### src/hw/rtl/dle_sd_pkg.sv
`default_nettype none

package dle_sd_pkg;

    // Control characters of the shielding scheme.
    localparam logic [7:0] DLE_CODE = 8'h10;
    localparam logic [7:0] SUB_CODE = 8'h1A;
    localparam logic [7:0] EXT_CODE = 8'h58;
    localparam logic [7:0] END_CODE = 8'h2E;
    localparam logic [7:0] CR_CODE  = 8'h0D;
    localparam logic [7:0] LF_CODE  = 8'h0A;

    // The notice text CR LF "+DLE: ".
    localparam int HEAD_LEN = 8;
    localparam logic [7:0] NOTICE_HEAD [HEAD_LEN] = '{
        8'h0D, 8'h0A, 8'h2B, 8'h44, 8'h4C, 8'h45, 8'h3A, 8'h20
    };

    // Parser state held by the front end.
    typedef enum logic [1:0] {
        MODE_NORMAL,
        MODE_PENDING,
        MODE_EXT,
        MODE_EXT_DLE
    } parse_mode_t;

    // Kinds of output run that the front end asks the back end to emit.
    typedef enum logic [2:0] {
        CMD_BYTE,
        CMD_PAIR,
        CMD_HEAD,
        CMD_NOTICE,
        CMD_CRLF
    } cmd_kind_t;

    // Position within a run; the longest run has eleven words.
    typedef logic [3:0] run_idx_t;

    typedef struct packed {
        cmd_kind_t  kind;
        logic [7:0] data;
    } cmd_t;

    // Position of the final word of a run.
    function automatic run_idx_t run_last(input cmd_kind_t kind);
        run_idx_t r;
        case (kind)
            CMD_BYTE:   r = 4'd0;
            CMD_PAIR:   r = 4'd1;
            CMD_HEAD:   r = 4'd7;
            CMD_NOTICE: r = 4'd10;
            CMD_CRLF:   r = 4'd1;
            default:    r = 4'd0;
        endcase
        return r;
    endfunction

    // Word emitted at a given position of a run.
    function automatic logic [7:0] run_byte(input cmd_t cmd, input run_idx_t idx);
        logic [7:0] r;
        case (cmd.kind)
            CMD_BYTE:   r = cmd.data;
            CMD_PAIR:   r = (idx == 4'd0) ? DLE_CODE : cmd.data;
            CMD_HEAD:   r = NOTICE_HEAD[idx[2:0]];
            CMD_NOTICE:
            begin
                if (idx < 4'd8)
                    r = NOTICE_HEAD[idx[2:0]];
                else if (idx == 4'd8)
                    r = cmd.data;
                else if (idx == 4'd9)
                    r = CR_CODE;
                else
                    r = LF_CODE;
            end
            CMD_CRLF:   r = (idx == 4'd0) ? CR_CODE : LF_CODE;
            default:    r = cmd.data;
        endcase
        return r;
    endfunction

endpackage

`default_nettype wire

### src/hw/rtl/dle_rx_if.sv
`default_nettype none

// Channel carrying raw received bytes.
interface dle_rx_if;
    logic       valid;
    logic       ready;
    logic [7:0] rx_byte;

    modport source (output valid, output rx_byte, input ready);
    modport sink   (input valid, input rx_byte, output ready);
endinterface

`default_nettype wire

### src/hw/rtl/dle_out_if.sv
`default_nettype none

// Channel carrying decoded bytes for the command channel.
interface dle_out_if;
    logic       valid;
    logic       ready;
    logic [7:0] out_byte;
    logic       last_of_run;

    modport source (output valid, output out_byte, output last_of_run, input ready);
    modport sink   (input valid, input out_byte, input last_of_run, output ready);
endinterface

`default_nettype wire

### src/hw/rtl/dle_sd_front.sv
`default_nettype none

module dle_sd_front (
    input  wire logic          clk,
    input  wire logic          rst_n,
    dle_rx_if.sink             rx,
    output dle_sd_pkg::cmd_t   push_cmd,
    output logic               push_valid,
    input  wire logic          push_ready
);
    import dle_sd_pkg::*;

    parse_mode_t parse_mode_reg;
    parse_mode_t parse_mode_next;
    logic        accept;

    // A word is taken whenever the queue has room, whatever it produces.
    assign rx.ready = push_ready;
    assign accept   = rx.valid && push_ready;

    // Classify the incoming word into a run command and the next mode.
    always_comb
    begin
        parse_mode_next = parse_mode_reg;
        push_valid      = 1'b0;
        push_cmd.kind   = CMD_BYTE;
        push_cmd.data   = rx.rx_byte;
        if (accept)
        begin
            case (parse_mode_reg)
                MODE_NORMAL:
                begin
                    if (rx.rx_byte == DLE_CODE)
                        parse_mode_next = MODE_PENDING;
                    else
                        push_valid = 1'b1;
                end
                MODE_PENDING:
                begin
                    push_valid      = 1'b1;
                    parse_mode_next = MODE_NORMAL;
                    if (rx.rx_byte == DLE_CODE)
                    begin
                        push_cmd.kind = CMD_BYTE;
                    end
                    else if (rx.rx_byte == SUB_CODE)
                    begin
                        push_cmd.kind = CMD_PAIR;
                        push_cmd.data = DLE_CODE;
                    end
                    else if (rx.rx_byte == EXT_CODE)
                    begin
                        push_cmd.kind   = CMD_HEAD;
                        parse_mode_next = MODE_EXT;
                    end
                    else
                    begin
                        push_cmd.kind = CMD_NOTICE;
                    end
                end
                MODE_EXT:
                begin
                    if (rx.rx_byte == DLE_CODE)
                        parse_mode_next = MODE_EXT_DLE;
                    else
                        push_valid = 1'b1;
                end
                MODE_EXT_DLE:
                begin
                    push_valid = 1'b1;
                    if (rx.rx_byte == END_CODE)
                    begin
                        push_cmd.kind   = CMD_CRLF;
                        parse_mode_next = MODE_NORMAL;
                    end
                    else if (rx.rx_byte == DLE_CODE)
                    begin
                        push_cmd.kind = CMD_BYTE;
                    end
                    else
                    begin
                        push_cmd.kind   = CMD_PAIR;
                        parse_mode_next = MODE_EXT;
                    end
                end
                default:
                begin
                    parse_mode_next = MODE_NORMAL;
                end
            endcase
        end
    end

    // Parser state register.
    always_ff @(posedge clk or negedge rst_n)
    begin
        if (!rst_n)
            parse_mode_reg <= MODE_NORMAL;
        else
            parse_mode_reg <= parse_mode_next;
    end

endmodule

`default_nettype wire

### src/hw/rtl/dle_sd_queue.sv
`default_nettype none

module dle_sd_queue #(
    parameter int DEPTH = 2
) (
    input  wire logic             clk,
    input  wire logic             rst_n,
    input  wire dle_sd_pkg::cmd_t push_cmd,
    input  wire logic             push_valid,
    output logic                  push_ready,
    output dle_sd_pkg::cmd_t      pop_cmd,
    output logic                  pop_valid,
    input  wire logic             pop_ready
);
    import dle_sd_pkg::*;

    localparam int PW = (DEPTH > 1) ? $clog2(DEPTH) : 1;
    localparam int CW = $clog2(DEPTH + 1);

    cmd_t            slot_reg [DEPTH];
    logic [PW-1:0]   wr_ptr_reg;
    logic [PW-1:0]   wr_ptr_next;
    logic [PW-1:0]   rd_ptr_reg;
    logic [PW-1:0]   rd_ptr_next;
    logic [CW-1:0]   count_reg;
    logic [CW-1:0]   count_next;
    logic            do_push;
    logic            do_pop;

    assign push_ready = (count_reg != CW'(DEPTH));
    assign pop_valid  = (count_reg != '0);
    assign pop_cmd    = slot_reg[rd_ptr_reg];
    assign do_push    = push_valid && push_ready;
    assign do_pop     = pop_valid && pop_ready;

    // Pointer and fill count update, wrapping at the depth.
    always_comb
    begin
        wr_ptr_next = wr_ptr_reg;
        rd_ptr_next = rd_ptr_reg;
        count_next  = count_reg;
        if (do_push)
            wr_ptr_next = (wr_ptr_reg == PW'(DEPTH - 1)) ? '0 : wr_ptr_reg + PW'(1);
        if (do_pop)
            rd_ptr_next = (rd_ptr_reg == PW'(DEPTH - 1)) ? '0 : rd_ptr_reg + PW'(1);
        if (do_push && !do_pop)
            count_next = count_reg + CW'(1);
        else if (do_pop && !do_push)
            count_next = count_reg - CW'(1);
    end

    always_ff @(posedge clk or negedge rst_n)
    begin
        if (!rst_n)
        begin
            wr_ptr_reg <= '0;
            rd_ptr_reg <= '0;
            count_reg  <= '0;
        end
        else
        begin
            wr_ptr_reg <= wr_ptr_next;
            rd_ptr_reg <= rd_ptr_next;
            count_reg  <= count_next;
        end
    end

    // Command storage; payload needs no reset.
    always_ff @(posedge clk)
    begin
        if (do_push)
            slot_reg[wr_ptr_reg] <= push_cmd;
    end

endmodule

`default_nettype wire

### src/hw/rtl/dle_sd_back.sv
`default_nettype none

module dle_sd_back (
    input  wire logic             clk,
    input  wire logic             rst_n,
    input  wire dle_sd_pkg::cmd_t pop_cmd,
    input  wire logic             pop_valid,
    output logic                  pop_ready,
    dle_out_if.source             tx
);
    import dle_sd_pkg::*;

    cmd_t     cmd_reg;
    cmd_t     cmd_next;
    run_idx_t idx_reg;
    run_idx_t idx_next;
    logic     busy_reg;
    logic     busy_next;
    logic     at_last;
    logic     fire;
    logic     load;

    assign at_last = (idx_reg == run_last(cmd_reg.kind));
    assign fire    = busy_reg && tx.ready;
    assign load    = !busy_reg || (fire && at_last);

    assign pop_ready      = load;
    assign tx.valid       = busy_reg;
    assign tx.out_byte    = run_byte(cmd_reg, idx_reg);
    assign tx.last_of_run = at_last;

    // Step through the run; take the next command as the last word leaves.
    always_comb
    begin
        busy_next = busy_reg;
        cmd_next  = cmd_reg;
        idx_next  = idx_reg;
        if (load)
        begin
            busy_next = pop_valid;
            idx_next  = '0;
            if (pop_valid)
                cmd_next = pop_cmd;
        end
        else if (fire)
        begin
            idx_next = idx_reg + run_idx_t'(1);
        end
    end

    always_ff @(posedge clk or negedge rst_n)
    begin
        if (!rst_n)
        begin
            busy_reg <= 1'b0;
            idx_reg  <= '0;
        end
        else
        begin
            busy_reg <= busy_next;
            idx_reg  <= idx_next;
        end
    end

    // Current command; payload needs no reset.
    always_ff @(posedge clk)
    begin
        cmd_reg <= cmd_next;
    end

endmodule

`default_nettype wire

### src/hw/rtl/dle_shielded_stream_decoder.sv
// A received word that produces output passes the queue slot and the run sequencer's command
// register before its first result word shows. Throughput: one result word per cycle while
// the receiver is ready, one run of one to eleven words at a time. Input words that produce
// nothing are taken one per cycle while the command queue has room.
// Reset: rst_n is asynchronous and active low; it clears the parser mode, the queue and the run
// sequencer, so the block starts in normal mode with no DLE pending and nothing to emit.
`default_nettype none

module dle_shielded_stream_decoder #(
    parameter int QUEUE_DEPTH = 2
) (
    input  wire logic clk,
    input  wire logic rst_n,
    dle_rx_if.sink    rx,
    dle_out_if.source tx
);
    import dle_sd_pkg::*;

    cmd_t push_cmd;
    logic push_valid;
    logic push_ready;
    cmd_t pop_cmd;
    logic pop_valid;
    logic pop_ready;

    // Front end: parses received words into run commands.
    dle_sd_front u_front (
        .clk        (clk),
        .rst_n      (rst_n),
        .rx         (rx),
        .push_cmd   (push_cmd),
        .push_valid (push_valid),
        .push_ready (push_ready)
    );

    // Command queue between the two halves.
    dle_sd_queue #(
        .DEPTH (QUEUE_DEPTH)
    ) u_queue (
        .clk        (clk),
        .rst_n      (rst_n),
        .push_cmd   (push_cmd),
        .push_valid (push_valid),
        .push_ready (push_ready),
        .pop_cmd    (pop_cmd),
        .pop_valid  (pop_valid),
        .pop_ready  (pop_ready)
    );

    // Back end: emits each run one word per cycle while the receiver is ready.
    dle_sd_back u_back (
        .clk       (clk),
        .rst_n     (rst_n),
        .pop_cmd   (pop_cmd),
        .pop_valid (pop_valid),
        .pop_ready (pop_ready),
        .tx        (tx)
    );

endmodule

`default_nettype wire

### src/flat_wrapper.sv
// flat-port wrapper written by rule: the top's interface ports become plain ports
module dle_shielded_stream_decoder_flat import dle_sd_pkg::*;
#(
    parameter int QUEUE_DEPTH = 2
)
  (clk, rst_n, rx_valid, rx_rx_byte, rx_ready, tx_valid, tx_out_byte, tx_last_of_run, tx_ready);
  dle_rx_if rx_i ();
  dle_out_if tx_i ();
  input  wire logic clk;
  input  wire logic rst_n;
  input wire logic [$bits(rx_i.valid)-1:0] rx_valid;
  input wire logic [$bits(rx_i.rx_byte)-1:0] rx_rx_byte;
  output wire logic [$bits(rx_i.ready)-1:0] rx_ready;
  output wire logic [$bits(tx_i.valid)-1:0] tx_valid;
  output wire logic [$bits(tx_i.out_byte)-1:0] tx_out_byte;
  output wire logic [$bits(tx_i.last_of_run)-1:0] tx_last_of_run;
  input wire logic [$bits(tx_i.ready)-1:0] tx_ready;
  assign rx_i.valid = rx_valid;
  assign rx_i.rx_byte = rx_rx_byte;
  assign rx_ready = rx_i.ready;
  assign tx_valid = tx_i.valid;
  assign tx_out_byte = tx_i.out_byte;
  assign tx_last_of_run = tx_i.last_of_run;
  assign tx_i.ready = tx_ready;
  dle_shielded_stream_decoder #(.QUEUE_DEPTH(QUEUE_DEPTH)) u_core (.clk(clk), .rst_n(rst_n), .rx(rx_i), .tx(tx_i));
endmodule
### config.mk
export PLATFORM = sky130hd
export DESIGN_NAME = dle_shielded_stream_decoder_flat
export DESIGN_NICKNAME = d
export VERILOG_FILES = /design/src/hw/rtl/dle_sd_pkg.sv /design/src/hw/rtl/dle_rx_if.sv /design/src/hw/rtl/dle_out_if.sv /design/src/hw/rtl/dle_sd_front.sv /design/src/hw/rtl/dle_sd_queue.sv /design/src/hw/rtl/dle_sd_back.sv /design/src/hw/rtl/dle_shielded_stream_decoder.sv /design/src/flat_wrapper.sv
export SDC_FILE = /design/constraint.sdc
export NUM_CORES = 1
export LEC_CHECK = 0
export BUFFER_PORTS_ARGS = -buffer_cell sky130_fd_sc_hd__buf_2
export CELL_PAD_IN_SITES_DETAIL_PLACEMENT = 1
export CELL_PAD_IN_SITES_GLOBAL_PLACEMENT = 2
export CORE_UTILIZATION = 35
export DETAILED_ROUTE_END_ITERATION = 10
export PLACE_DENSITY = 0.86
export SYNTH_ARGS = -nofsm -noshare
export SYNTH_HDL_FRONTEND = slang
export SYNTH_SLANG_ARGS = --single-unit
### constraint.sdc
create_clock -name clk -period 2.13 [get_ports clk]
set_input_delay 0.1065 -clock clk [delete_from_list [all_inputs] [get_ports clk]]
set_output_delay 0.1065 -clock clk [all_outputs]
set_load 0.01 [all_outputs]
# == Word-level counts from Yosys, hierarchy flattened ==
# Memory sizes are Yosys's and may differ from the RTL's. A register that Yosys moved wholly into a read port is not among the register bits.
# Index checks and enable logic that the tools add are counted.
# word_totals
reg_bits,11
mem_bits_rw,22
mem_bits_ro,64
inputBits,12
output_inout_bits,11
elab_cells,93
mem_count,2
# classes
n_addsub,5
n_lt_le_gt_ge,2
eq_ne,18
n_mux,38
bitwise_logic,1
n_reduce_logical,21
# memory_table
name,depth,width,read_ports,rd_ports_with_merged_regs,wr,line,source
(name not given),8,8,1,0,0,dle_sd_pkg.sv:68,r = NOTICE_HEAD[idx[2:0]];
u_core.u_queue.slot_reg,2,11,1,1,1,dle_sd_queue.sv:20,cmd_t slot_reg [DEPTH];
# op_table
cell,n
two-way mux 8 bit,8
one-hot mux 8 bit (4 select lines),1
two-way mux 2 bit,9
== test 8 x 5 -> 1 bit (second input constant),2
two-way mux 3 bit,5
one-hot mux 4 bit (3 select lines),1
two-way mux 11 bit,1
== test 4 bit (second input constant),2
== test 8 x 6 -> 1 bit (second input constant),1
== test 8 x 7 -> 1 bit (second input constant),1
two-way mux 1 bit,8
two-way mux 4 bit,2
one-hot mux 2 bit (4 select lines),1
logical AND 1 bit,7
== test 3 x 2 -> 1 bit (second input constant),2
!= test 2 bit (second input constant),3
one-hot mux 3 bit (2 select lines),1
nonzero test 2 bit,3
OR reduction 2 bit,3
adder 4 x 1 -> 4 bit (second input constant),1
== test 2 bit (second input constant),2
== test 4 bit,1
>= comparator 4 bit (second input constant),1
zero test 4 bit,1
other kinds (15),18

# == Longest topological paths before layout ==
# Gate-level depths: netlist of run 1.
# logic_depth
depth_word,10
ltp_mapped,10
mapped_depth_nobuf,9

# == By module ==
# From an unflattened synthesis of run 1, not the netlist that was laid out.
# unflattened
cells_unflattened,217
area_unflattened_um2,2431.1
# by_module_without_submodules
module,instances,cells_each,area_each_um2,seq_area_each_um2
dle_sd_back,1,128,1133.6,455.4
dle_sd_queue,1,52,1003.5,760.7
dle_sd_front,1,37,294.0,50.0

# == Worst setup path before layout of run 1 ==
# Ideal clock, no wire load.
# synth_path
kind,reg2reg
from,register u_core.u_back.cmd_reg[8] (netlist bit)
to,register u_core.u_queue.count_reg[1]
setup_ns,0.079
arrival_time_ns,2.185
setup_slack_ns,-0.134
path_stages_with_launch,10
synth_period_minus_slack_ns,2.264
cell_sequence,edfxtp_1 -> xor2_1 -> a211oi_2 -> o221ai_2 -> a21oi_2 -> inv_1 -> ha_1 -> xor2_1 -> nor2_1 -> xor2_1
# synth_between
elab_chain_cells,10
word_cells_on_any_way,15
classes_between,eq/ne: 5; mux: 2; reduce/logical: 8
# synth_rtl
item,line,source
start: declaration,dle_sd_back.sv:13,cmd_t cmd_reg;
start signal: assignment,dle_sd_back.sv:68,cmd_reg <= cmd_next;
== test 3 bit or == test 3 x 1 -> 1 bit (tied branches),dle_sd_pkg.sv:47,case (kind)
OR reduction 2 bit (no source line),--,
one-hot mux 4 bit (3 select lines) (*),dle_sd_pkg.sv:47,
== test 4 bit (*),dle_sd_back.sv:23,assign at_last = (idx_reg == run_last(cmd_reg.kind));
logical AND 1 bit (*),dle_sd_back.sv:25,assign load = !busy_reg || (fire && at_last);
logical OR 1 bit (*),dle_sd_back.sv:25,
logical AND 1 bit (*),dle_sd_queue.sv:34,assign do_pop = pop_valid && pop_ready;
named net u_core.u_queue.do_pop,dle_sd_queue.sv:28,logic do_pop;
zero test 1 bit,dle_sd_queue.sv:46,if (do_push && !do_pop)
logical AND 1 bit,dle_sd_queue.sv:46,
two-way mux 2 bit or nonzero test 2 bit (tied branches),--,
end signal: assignment,dle_sd_queue.sv:64,count_reg <= count_next;
end: declaration,dle_sd_queue.sv:25,logic [CW-1:0] count_reg;
# Mark *: on every way through the listed nets, which the timed path passes. The rest lies on a longest branch.
# A chain may end at the register's enable or synchronous reset.

# == Final worst setup path of run 1 ==
# layout_path
from,register u_core.u_back.cmd_reg[9] (netlist bit)
to,register u_core.u_queue.count_reg[1]
# Same word-level chain as after synthesis.

==> results of run 1 <==
==> per-stage QoR <==
stage | utilization (%) | setup TNS [ns] | power [mW] | instance area, µm² | worst slack, ns
3_3_place_gp | 41.6 | 0 | 2.18 | 2660 | 0.120
2_1_floorplan | - | 0 | 1.85 | 2350 | 0.00367
6_report | 44.5 | 0 | 2.75 | 2840 | 0.0605
5_1_grt | 44.5 | -0.110 | 2.92 | 2840 | -0.109
3_5_place_dp | 41.6 | 0 | 2.20 | 2660 | 0.0955
4_1_cts | 43.0 | 0 | 2.69 | 2750 | 0.00893
==> Yosys cell counts (3+ instances only) <==
library cell and count:
o21ai_0 14, nor2b_1 3, a21oi_1 8, edfxtp_1 33, nand3b_1 3, a21boi_1 3
nor2_1 10, and2_1 4, nand2_1 20, a21boi_0 3, nor3b_1 3, xor2_1 6
ha_1 5, buf_2 5, mux2_2 11, nor3_1 4, clkbuf_1 7, inv_1 10
dfrtp_1 11, nand3_1 7
==> critical path, delay by kind of cell (launching register included) <==
family | cells | cell delay (ns)
AO/OA/AOI/OAI | 3 | 0.65
buffers and inverters | 1 | 0.06
adder cells (fa/ha/maj) | 1 | 0.15
AND/OR/NAND/NOR | 1 | 0.12
XOR/XNOR | 3 | 0.50
flip-flops | 1 | 0.51
==> report_power, final <==
part | switching, mW | leakage, nW | internal, mW
sequential | 0.127 | 0.431 | 1.14
combinational | 0.511 | 0.636 | 0.490
clock | 0.252 | 0.0399 | 0.228
total | 0.890 | 1.11 | 1.86
==> routing by layer <==
metal  vias up  GRT usage [%]  part of all wire (%)
li1        841              -                     -
met1       826           18.8                    46
met2        26           25.0                    50
met3         4           2.97                   2.4
met4         0           5.08                   1.2
met5         -              0                     0
==> worst min-delay path by stage <==
| stage | startpoint | endpoint | slack [ns] |
|---|---|---|---|
| finish | rx_rx_byte[7] | u_core.u_queue.slot_reg[1][7]$_DFFE_PP_ | 0.05 |
| global placement | rst_n | u_core.u_back.idx_reg[0]$_DFFE_PN0P_ | -0.003 |
| detailed placement | rst_n | u_core.u_back.idx_reg[1]$_DFFE_PN0P_ | -0.002 |
| global route | rx_rx_byte[2] | u_core.u_queue.slot_reg[1][2]$_DFFE_PP_ | 0.05 |
| CTS | rx_rx_byte[4] | u_core.u_queue.slot_reg[1][4]$_DFFE_PP_ | 0.04 |
| floorplan | rst_n | u_core.u_back.idx_reg[0]$_DFFE_PN0P_ | -0.19 |
==> cells by family after synthesis <==
family          after synthesis
simple gates                 66
compound gates               49
flops                        44
buf+inv                      23
mux                          13
xor+xnor                      8
fa+ha+maj                     5
==> layout make-up <==
| class | instances | area share, % |
|---|---|---|
| timing repair buffer | 45 | 10.2 |
| multi-input combinational | 141 | 37.6 |
| clock buffer | 7 | 2.69 |
| tap | 77 | 3.39 |
| clock inverter | 1 | 0.132 |
| inverter | 10 | 1.32 |
| sequential | 44 | 44.6 |
==> repair_timing <==
item	4_1_cts	5_1_grt
endpoints found under the hold margin	11	0
pin swaps	0	11
endpoints found under the setup margin	1	7
buffers inserted	0	1
hold buffers	1	0
resized for setup	1	25
==> layout by cell type (no fill, tap or decap), types with 5 or more instances in the layout <==
master,synthesis,layout
a21oi_1,8,7
buf_2,5,22
buf_4,0,21
clkbuf_8,0,5
dfrtp_1,11,10
edfxtp_1,33,33
inv_1,10,6
mux2_2,11,11
nand2_1,20,20
nand3_1,7,7
nor2_1,10,9
o21ai_0,14,12
xor2_1,6,5
==> impl_metrics.py, run 1 <==
metrics = {
    "run_status": {
        "run_status": "finished clean",
    },
    "route": {
        "via_per_inst": 5.22,
        "first_iter_violations": 48,
        "via_count": 1697,
        "drt_pass1_iterations": 4,
        "drt-wirelength-per-cell_um": 15.2,
        "drc": 0,
        "final_antenna_net_count": 0,
        "drt-total-wl_um": 4930,
    },
    "yosys": {
        "synth_area_leaders": "edfxtp_1 42%, dfrtp_1 12%, mux2_2 5.3%",
        "synth_mux_area_share_pct": 6.20,
        "synth_area_leader_cell": "edfxtp_1",
        "postSynthAreaPerCell_um2": 11.2,
        "synth_edf_count": 33,
        "synthXorXnorAreaFrac_pct": 2.99,
        "yosysWarnings": 0,
        "synth_top_family_by_area": "simple AND/OR/NAND/NOR gates",
        "synth_fp_nets": 225,
        "synth-seq-cells": 44,
        "synth_cells": 208,
        "yosys.area_share.simple_pct": 15.4,
        "seq_area_frac_synth_pct": 54.1,
        "synth_compound_gate_area_share_pct": 14.7,
        "async_flop_share_pct": 25.0,
        "ys_types": 49,
        "synth_top_area_share_pct": 42.4,
        "synth_area_um2": 2340,
        "synth-main-ff-cell": "edfxtp_1",
        "yosys.area_share.adder_pct": 2.67,
    },
    "clock_tree": {
        "max-clock-path-buffers": 2,
        "cts_max_level": 2,
        "cts_sinks": 44,
        "numCtsBuffers": 5,
        "path_clk_slew_ns": 0.07,
        "clk_latency_ns": 0.29,
        "cts_tree": "done",
        "cts_root_buf": "clkbuf_8",
    },
    "sta": {
        "finalSetupViolations": 0,
        "rsz0062_at_grt": "true",
        "timing.fmax_ghz": 0.483,
        "fin_skew_ns": 0.00619,
        "maxSlewHeadroom_pct": 37.7,
        "finalCritPeriodShare_pct": 97.2,
        "timing.hold.ws_ns": 0.0529,
        "maxSlewViolCount": 0,
        "min_period_ns": 2.07,
        "worstMarginPinSlew_ns": 0.932,
        "finalHoldViolCount": 0,
    },
    "critical_path": {
        "worstPathRequired_ns": 2.34,
        "crit_path_start": "u_core.u_back.cmd_reg[9]$_DFFE_PP_",
        "crit_fanout": 5,
        "critical_path.startpoint_type": "flop",
        "worstPathArrival_ns": 2.28,
        "r2r_cells": 9,
        "timing.rr.end": "u_core.u_queue.count_reg[1]$_DFFE_PN0P_",
        "path_common_cell": "xor2_1",
        "cp_cell_sequence": "xor2_2 -> a211oi_2 -> o221ai_2 -> a21oi_4 -> inv_2 -> ha_4 -> xor2_1 -> nor2_1 -> xor2_1",
        "cpPeakStageDelay_ns": 0.51,
        "endpoint_kind": "flop",
        "reg2reg_slack_ns": 0.06,
        "critPathKind": "reg -> reg",
        "setup.worst_path.end": "u_core.u_queue.count_reg[1]$_DFFE_PN0P_",
        "cp_slowest_cell": "edfxtp_1",
        "r2r-start": "u_core.u_back.cmd_reg[9]$_DFFE_PP_",
    },
    "final_layout": {
        "fillers": 700,
        "multi_input_area_um2": 1070,
        "final_cells": 325,
        "nets": 264,
        "largest_reg_flops": 22,
        "insertedDiodeCount": 0,
        "seq_area_um2": 1270,
        "drive_gt1_share_pct": 34.3,
        "area_delta_synth_final_pct": 21.3,
    },
    "power_and_ir_drop": {
        "p_per_area_nw_per_um2": 967,
        "power_leakage_nw": 1.11,
        "peakVddDrop_mv": 0.564,
    },
    "global_routing": {
        "grt_pass1_wl_um": 8190,
        "grt_pass1_vias": 1701,
        "grt_usage_pct": 14.8,
        "grt_max_degree": 13,
        "antenna_found_initial": 0,
        "overflow": 0,
    },
    "floorplanning": {
        "core_area_um2": 6390,
        "die_width_um": 83.8,
        "start_util_pct": 36.6,
        "die_area_um2": 7020,
        "ioPinCount": 23,
        "die_y_um": 83.8,
        "rows": 29,
    },
    "worst_hold_path": {
        "min_path_cells": 1,
        "min_path_type": "in -> reg",
    },
    "place": {
        "gp_congestion": 0.803,
        "dpl.cell_count": 315,
        "port_buffers": 22,
        "dp_hpwl_um": 3780,
    },
    "job": {
        "maxCapViolCount": 0,
    },
}
Power figures use the tool's default switching activity.
==> run 2, diff against run 1 <==
CORE_UTILIZATION = 39   (was 35)
PLACE_DENSITY = 0.9   (was 0.86)
clock period = 2.2 ns   (was 2.13 ns; I/O delays follow)
==> run 2 against run 1 <==
  * Core utilization increased by 4.8 points
  * Sequential share of layout area increased by 0.99 points
  * Largest power group unchanged
  * Clock skew about the same
  * Critical endpoint is now tx_out_byte[1]
  * Cell area decreased by 2.2%
  * Register-to-register slack improved by 0.05 ns
  * Clock power increased by 24%
  * Critical path depth decreased by 3
  * Worst setup slack got worse by 0.020 ns
  * Worst hold slack got worse by 0.0034 ns
  * Non-clock buffer count decreased by 7
==> impl_metrics.py, run 2 (synthesis results as in run 1) <==
metrics = {
    "critical_path": {
        "path_buf_inv": 3,
        "cp_cell_sequence": "buf_4 -> clkinvlp_4 -> and3_4 -> o31ai_1 -> a221o_1 -> buf_2",
        "path_delay_family": "buffers and inverters",
        "worstPathRequired_ns": 2.09,
        "worstPathArrival_ns": 2.05,
        "cpPeakStageDelay_ns": 0.46,
        "crit_path_start": "u_core.u_back.idx_reg[2]$_DFFE_PN0P_",
        "r2r-start": "u_core.u_back.cmd_reg[8]$_DFFE_PP_",
        "cp_slowest_cell": "dfrtp_1",
        "crit_fanout": 11,
        "critical_path.startpoint_type": "flop",
        "critPathKind": "reg -> out",
        "endpoint_kind": "primary output",
    },
    "sta": {
        "fin_skew_ns": 0.00622,
        "finalHoldViolCount": 0,
        "finalSetupViolations": 0,
        "rsz0062_at_grt": "true",
        "worstMarginPinSlew_ns": 0.842,
        "setup_slack_ns": 0.0405,
        "maxSlewHeadroom_pct": 42.4,
        "maxSlewViolCount": 0,
        "timing.fmax_ghz": 0.463,
        "min_period_ns": 2.16,
        "finalCritPeriodShare_pct": 98.2,
    },
    "global_routing": {
        "grt_pass1_wl_um": 8480,
        "grt_usage_pct": 17.8,
        "grt_max_degree": 14,
        "overflow": 0,
        "grt_pass1_vias": 1746,
        "antenna_found_initial": 0,
    },
    "floorplanning": {
        "rows": 27,
        "die_width_um": 79.5,
        "die_area_um2": 6310,
        "start_util_pct": 41.5,
        "ioPinCount": 23,
        "core_area_um2": 5640,
        "die_y_um": 79.5,
    },
    "clock_tree": {
        "max-clock-path-buffers": 2,
        "cts_tree": "done",
        "path_clk_slew_ns": 0.08,
        "cts_sinks": 44,
        "numCtsBuffers": 5,
        "cts_root_buf": "clkbuf_8",
        "clk_latency_ns": 0.29,
        "cts_max_level": 2,
    },
    "route": {
        "drc": 0,
        "first_iter_violations": 34,
        "drt-total-wl_um": 5240,
        "final_antenna_net_count": 0,
        "via_count": 1709,
        "drt-wirelength-per-cell_um": 16.7,
        "drt_pass1_iterations": 4,
        "via_per_inst": 5.46,
    },
    "run_status": {
        "run_status": "finished clean",
    },
    "power_and_ir_drop": {
        "power_mw": 2.73,
        "p_per_area_nw_per_um2": 984,
        "peakVddDrop_mv": 0.404,
        "power_leakage_nw": 1.08,
    },
    "place": {
        "place_ws_ns": 0.0904,
        "post_dp_cell_area_um2": 2590,
        "gp_congestion": 0.824,
        "dp_hpwl_um": 3900,
        "port_buffers": 22,
    },
    "final_layout": {
        "final_cell_mix": "33 x edfxtp_1, 22 x buf_2, 20 x nand2_1, 15 x buf_4",
        "fillers": 626,
        "final_common_cell": "edfxtp_1",
        "multi_input_area_um2": 1040,
        "insertedDiodeCount": 0,
        "fin_area_um2": 2780,
        "area_delta_synth_final_pct": 18.7,
        "seq_area_um2": 1270,
        "nets": 257,
        "drive_gt1_share_pct": 28.6,
        "final_core_util_pct": 49.2,
        "largest_reg_flops": 22,
    },
    "worst_hold_path": {
        "min_path_type": "in -> reg",
        "hp-start": "rx_rx_byte[0]",
    },
    "job": {
        "maxCapViolCount": 0,
    },
}
## run 2: cell types whose count changed in the layout (fill, tap and decap cells not counted), moves of 2 or more
| cell | previous run | this run |
|---|---|---|
| ha_1 | 1 | 4 |
| buf_4 | 21 | 15 |
| inv_2 | 4 | 0 |
| ha_2 | 2 | 0 |
| o21ai_1 | 2 | 4 |
| inv_1 | 6 | 9 |
## run 2: layer usage
layer / global-route usage [%] / routed length [µm]
met5: 0 / 0
met4: 4.91 / 84
met3: 3.09 / 130
met2: 32.7 / 2760
met1: 21.2 / 2270
## run 2: path summary, 6_finish.rpt
kind | end | slack, ns | cells past startpoint
setup / recovery | tx_out_byte[1] | 0.04 | 6
hold / removal | u_core.u_queue.slot_reg[0][0]$_DFFE_PP_ | 0.05 | 1
setup reg to reg | u_core.u_queue.count_reg[1]$_DFFE_PN0P_ | 0.11 | 9
hold reg to reg | u_core.u_queue.count_reg[1]$_DFFE_PN0P_ | 0.50 | 1
max in group asynchronous | u_core.u_back.idx_reg[3]$_DFFE_PN0P_ | 1.76 | 2
min in group asynchronous | u_core.u_back.idx_reg[3]$_DFFE_PN0P_ | 0.22 | 2
## run 2: report_power, final
part	switching [mW]	total (mW)	internal [mW]
combinational	0.475	0.895	0.419
sequential	0.142	1.24	1.10
clock	0.257	0.594	0.337
## run 2: what timing repair did
item | in CTS | in global routing
endpoints found under the setup margin | 1 | 19
setup buffers | 0 | 2
gates resized for setup | 2 | 12
hold endpoints to repair | 11 | 0
hold buffers | 1 | 0
gates cloned | 0 | 0
pin swaps | 0 | 5
## run 2: area by class of cell
cell class	instances	area share [%]
clock inverter	2	1.26
multi-input combinational	141	37.4
timing repair buffer	38	8.38
inverter	10	1.49
sequential	44	45.6
tap	72	3.24
clock buffer	6	2.61
## run 2: metrics by stage
step                      instances  setup TNS, ns  hold WS [ns]
after floorplan                 208              0        -0.186
after global placement          302              0     -0.000173
after detailed placement        302              0       0.00197
after CTS                       311              0        0.0392
after global routing            313         -0.184        0.0396
final                           313              0        0.0496
==> run 3, diff against run 2 <==
MAX_ROUTING_LAYER = met4   (was unset)
==> run 3 against run 2 <==
  * Clock power barely moved
  * Register-to-register slack hardly changed
  * Sequential share of layout area up 0.21 points
  * Die area did not move
  * Worst hold slack hardly changed
  * Non-clock buffer count is the same
  * Global-route usage increased by 0.55 points
  * Core utilization down 0.22 points
  * Maximum frequency up 2.2%
  * Sequential power hardly changed
  * Critical path depth increased by 1
  * Critical path type unchanged
==> impl_metrics.py, run 3 (synthesis results as in run 1) <==
metrics = {
    "place": {
        "port_buffers": 22,
        "place_ws_ns": 0.0904,
        "dp_hpwl_um": 3900,
        "post_dp_cell_area_um2": 2590,
        "gp_congestion": 0.837,
    },
    "route": {
        "first_iter_violations": 48,
        "via_count": 1705,
        "drt-total-wl_um": 5160,
        "drc": 0,
        "drt-wirelength-per-cell_um": 16.5,
        "via_per_inst": 5.45,
        "drt_pass1_iterations": 5,
        "final_antenna_net_count": 0,
    },
    "final_layout": {
        "fin_area_um2": 2770,
        "final_cell_mix": "33 x edfxtp_1, 22 x buf_2, 20 x nand2_1, 15 x buf_4",
        "largest_reg_flops": 22,
        "fillers": 626,
        "nets": 257,
        "final_common_cell": "edfxtp_1",
        "insertedDiodeCount": 0,
        "drive_gt1_share_pct": 28.2,
        "area_delta_synth_final_pct": 18.2,
    },
    "sta": {
        "setup_slack_ns": 0.0870,
        "finalCritPeriodShare_pct": 96.0,
        "min_period_ns": 2.11,
        "maxSlewViolCount": 0,
        "fin_skew_ns": 0.00620,
        "maxSlewHeadroom_pct": 42.5,
        "worstMarginPinSlew_ns": 0.841,
        "timing.fmax_ghz": 0.473,
        "finalSetupViolations": 0,
        "finalHoldViolCount": 0,
        "rsz0062_at_grt": "true",
    },
    "critical_path": {
        "endpoint_kind": "primary output",
        "worstPathArrival_ns": 2.00,
        "r2r_cells": 9,
        "path_buf_inv": 2,
        "cpPeakStageDelay_ns": 0.38,
        "worstPathRequired_ns": 2.09,
        "cp_slowest_cell": "dfrtp_1",
        "path_delay_family": "compound AO/OA/AOI/OAI gates",
        "cp_cell_sequence": "inv_1 -> ha_4 -> nor2b_4 -> and3_4 -> o31ai_1 -> a221o_1 -> buf_2",
        "critical_path.startpoint_type": "flop",
        "crit_fanout": 4,
        "cp_num_cells": 7,
        "critPathKind": "reg -> out",
    },
    "worst_hold_path": {
        "min_path_type": "in -> reg",
        "min_path_cells": 1,
    },
    "clock_tree": {
        "path_clk_slew_ns": 0.08,
        "cts_sinks": 44,
        "numCtsBuffers": 5,
        "cts_max_level": 2,
        "max-clock-path-buffers": 2,
        "clk_latency_ns": 0.29,
        "cts_tree": "done",
        "cts_root_buf": "clkbuf_8",
    },
    "power_and_ir_drop": {
        "power_leakage_nw": 1.09,
        "p_per_area_nw_per_um2": 980,
        "power_mw": 2.71,
        "peakVddDrop_mv": 0.403,
    },
    "global_routing": {
        "grt_usage_pct": 18.4,
        "antenna_found_initial": 0,
        "grt_max_degree": 14,
        "grt_pass1_vias": 1739,
        "grt_pass1_wl_um": 8510,
        "overflow": 0,
    },
    "floorplanning": {
        "start_util_pct": 41.5,
        "rows": 27,
        "core_area_um2": 5640,
        "die_area_um2": 6310,
        "die_width_um": 79.5,
        "ioPinCount": 23,
        "die_y_um": 79.5,
    },
    "run_status": {
        "run_status": "finished clean",
    },
    "job": {
        "maxCapViolCount": 0,
    },
}
## run 3: cell count changes in the layout (fill, tap and decap cells not counted), sizes merged
cell / delta
clkinvlp: -1
inv: +1
## run 3: final timing paths
check                           slack [ns]                                      end                                     from
worst max-delay path                  0.09                           tx_out_byte[1]     u_core.u_back.idx_reg[0]$_DFFE_PN0P_
worst min-delay path                  0.05  u_core.u_queue.slot_reg[0][0]$_DFFE_PP_                            rx_rx_byte[0]
worst max register to register        0.11  u_core.u_queue.count_reg[1]$_DFFE_PN0P_       u_core.u_back.cmd_reg[8]$_DFFE_PP_
worst min register to register        0.51  u_core.u_queue.count_reg[1]$_DFFE_PN0P_  u_core.u_queue.count_reg[1]$_DFFE_PN0P_
max in group asynchronous             1.76     u_core.u_back.idx_reg[3]$_DFFE_PN0P_                                    rst_n
min in group asynchronous             0.22     u_core.u_back.idx_reg[0]$_DFFE_PN0P_                                    rst_n
## run 3: worst register-to-register path, cell delays in order (launching register included)
cell and delay (ns):
edfxtp_1 0.51, xor2_2 0.23, a211oi_2 0.26, o221ai_2 0.17, a21oi_4 0.17, inv_1 0.05, ha_1 0.18, xor2_1 0.14
nor2_1 0.12, xor2_1 0.16
## run 3: where the power goes
group	switching, mW	leakage [nW]	internal [mW]
combinational	0.464	0.604	0.415
sequential	0.136	0.431	1.10
clock	0.257	0.0552	0.337
## run 3: stage by stage
| stage | instances | hold WS (ns) | setup TNS [ns] | utilization, % |
|---|---|---|---|---|
| final | 313 | 0.0498 | 0 | 49.0 |
| after global routing | 313 | 0.0396 | -0.190 | 49.0 |
| after CTS | 311 | 0.0392 | 0 | 48.1 |
| after detailed placement | 302 | 0.00197 | 0 | 45.9 |
| after global placement | 302 | -0.000173 | 0 | 45.9 |
| after floorplan | 208 | -0.186 | 0 | - |
## run 3: layout make-up
type                       count  area (µm²)  share of cell area, %
sequential                    44        1270                   45.8
multi-input combinational    141        1030                   37.2
timing repair buffer          38         233                   8.42
tap                           72        90.1                   3.26
clock buffer                   6        72.6                   2.62
inverter                      10        37.5                   1.36
clock inverter                 2        35.0                   1.27
## run 3: repair_timing
action	4_1_cts	5_1_grt
setup buffers	0	2
pin swaps	0	4
gates resized for setup	2	10
endpoints found under the setup margin	1	19
hold endpoints to repair	11	0
hold buffers	1	0
## run 3: metal layers
metal,wire length (µm),up-vias,track usage (%)
met5,0,-,-
met4,52,0,4.91
met3,124,6,3.09
met2,2740,26,32.8
met1,2240,850,21.3
li1,-,823,-
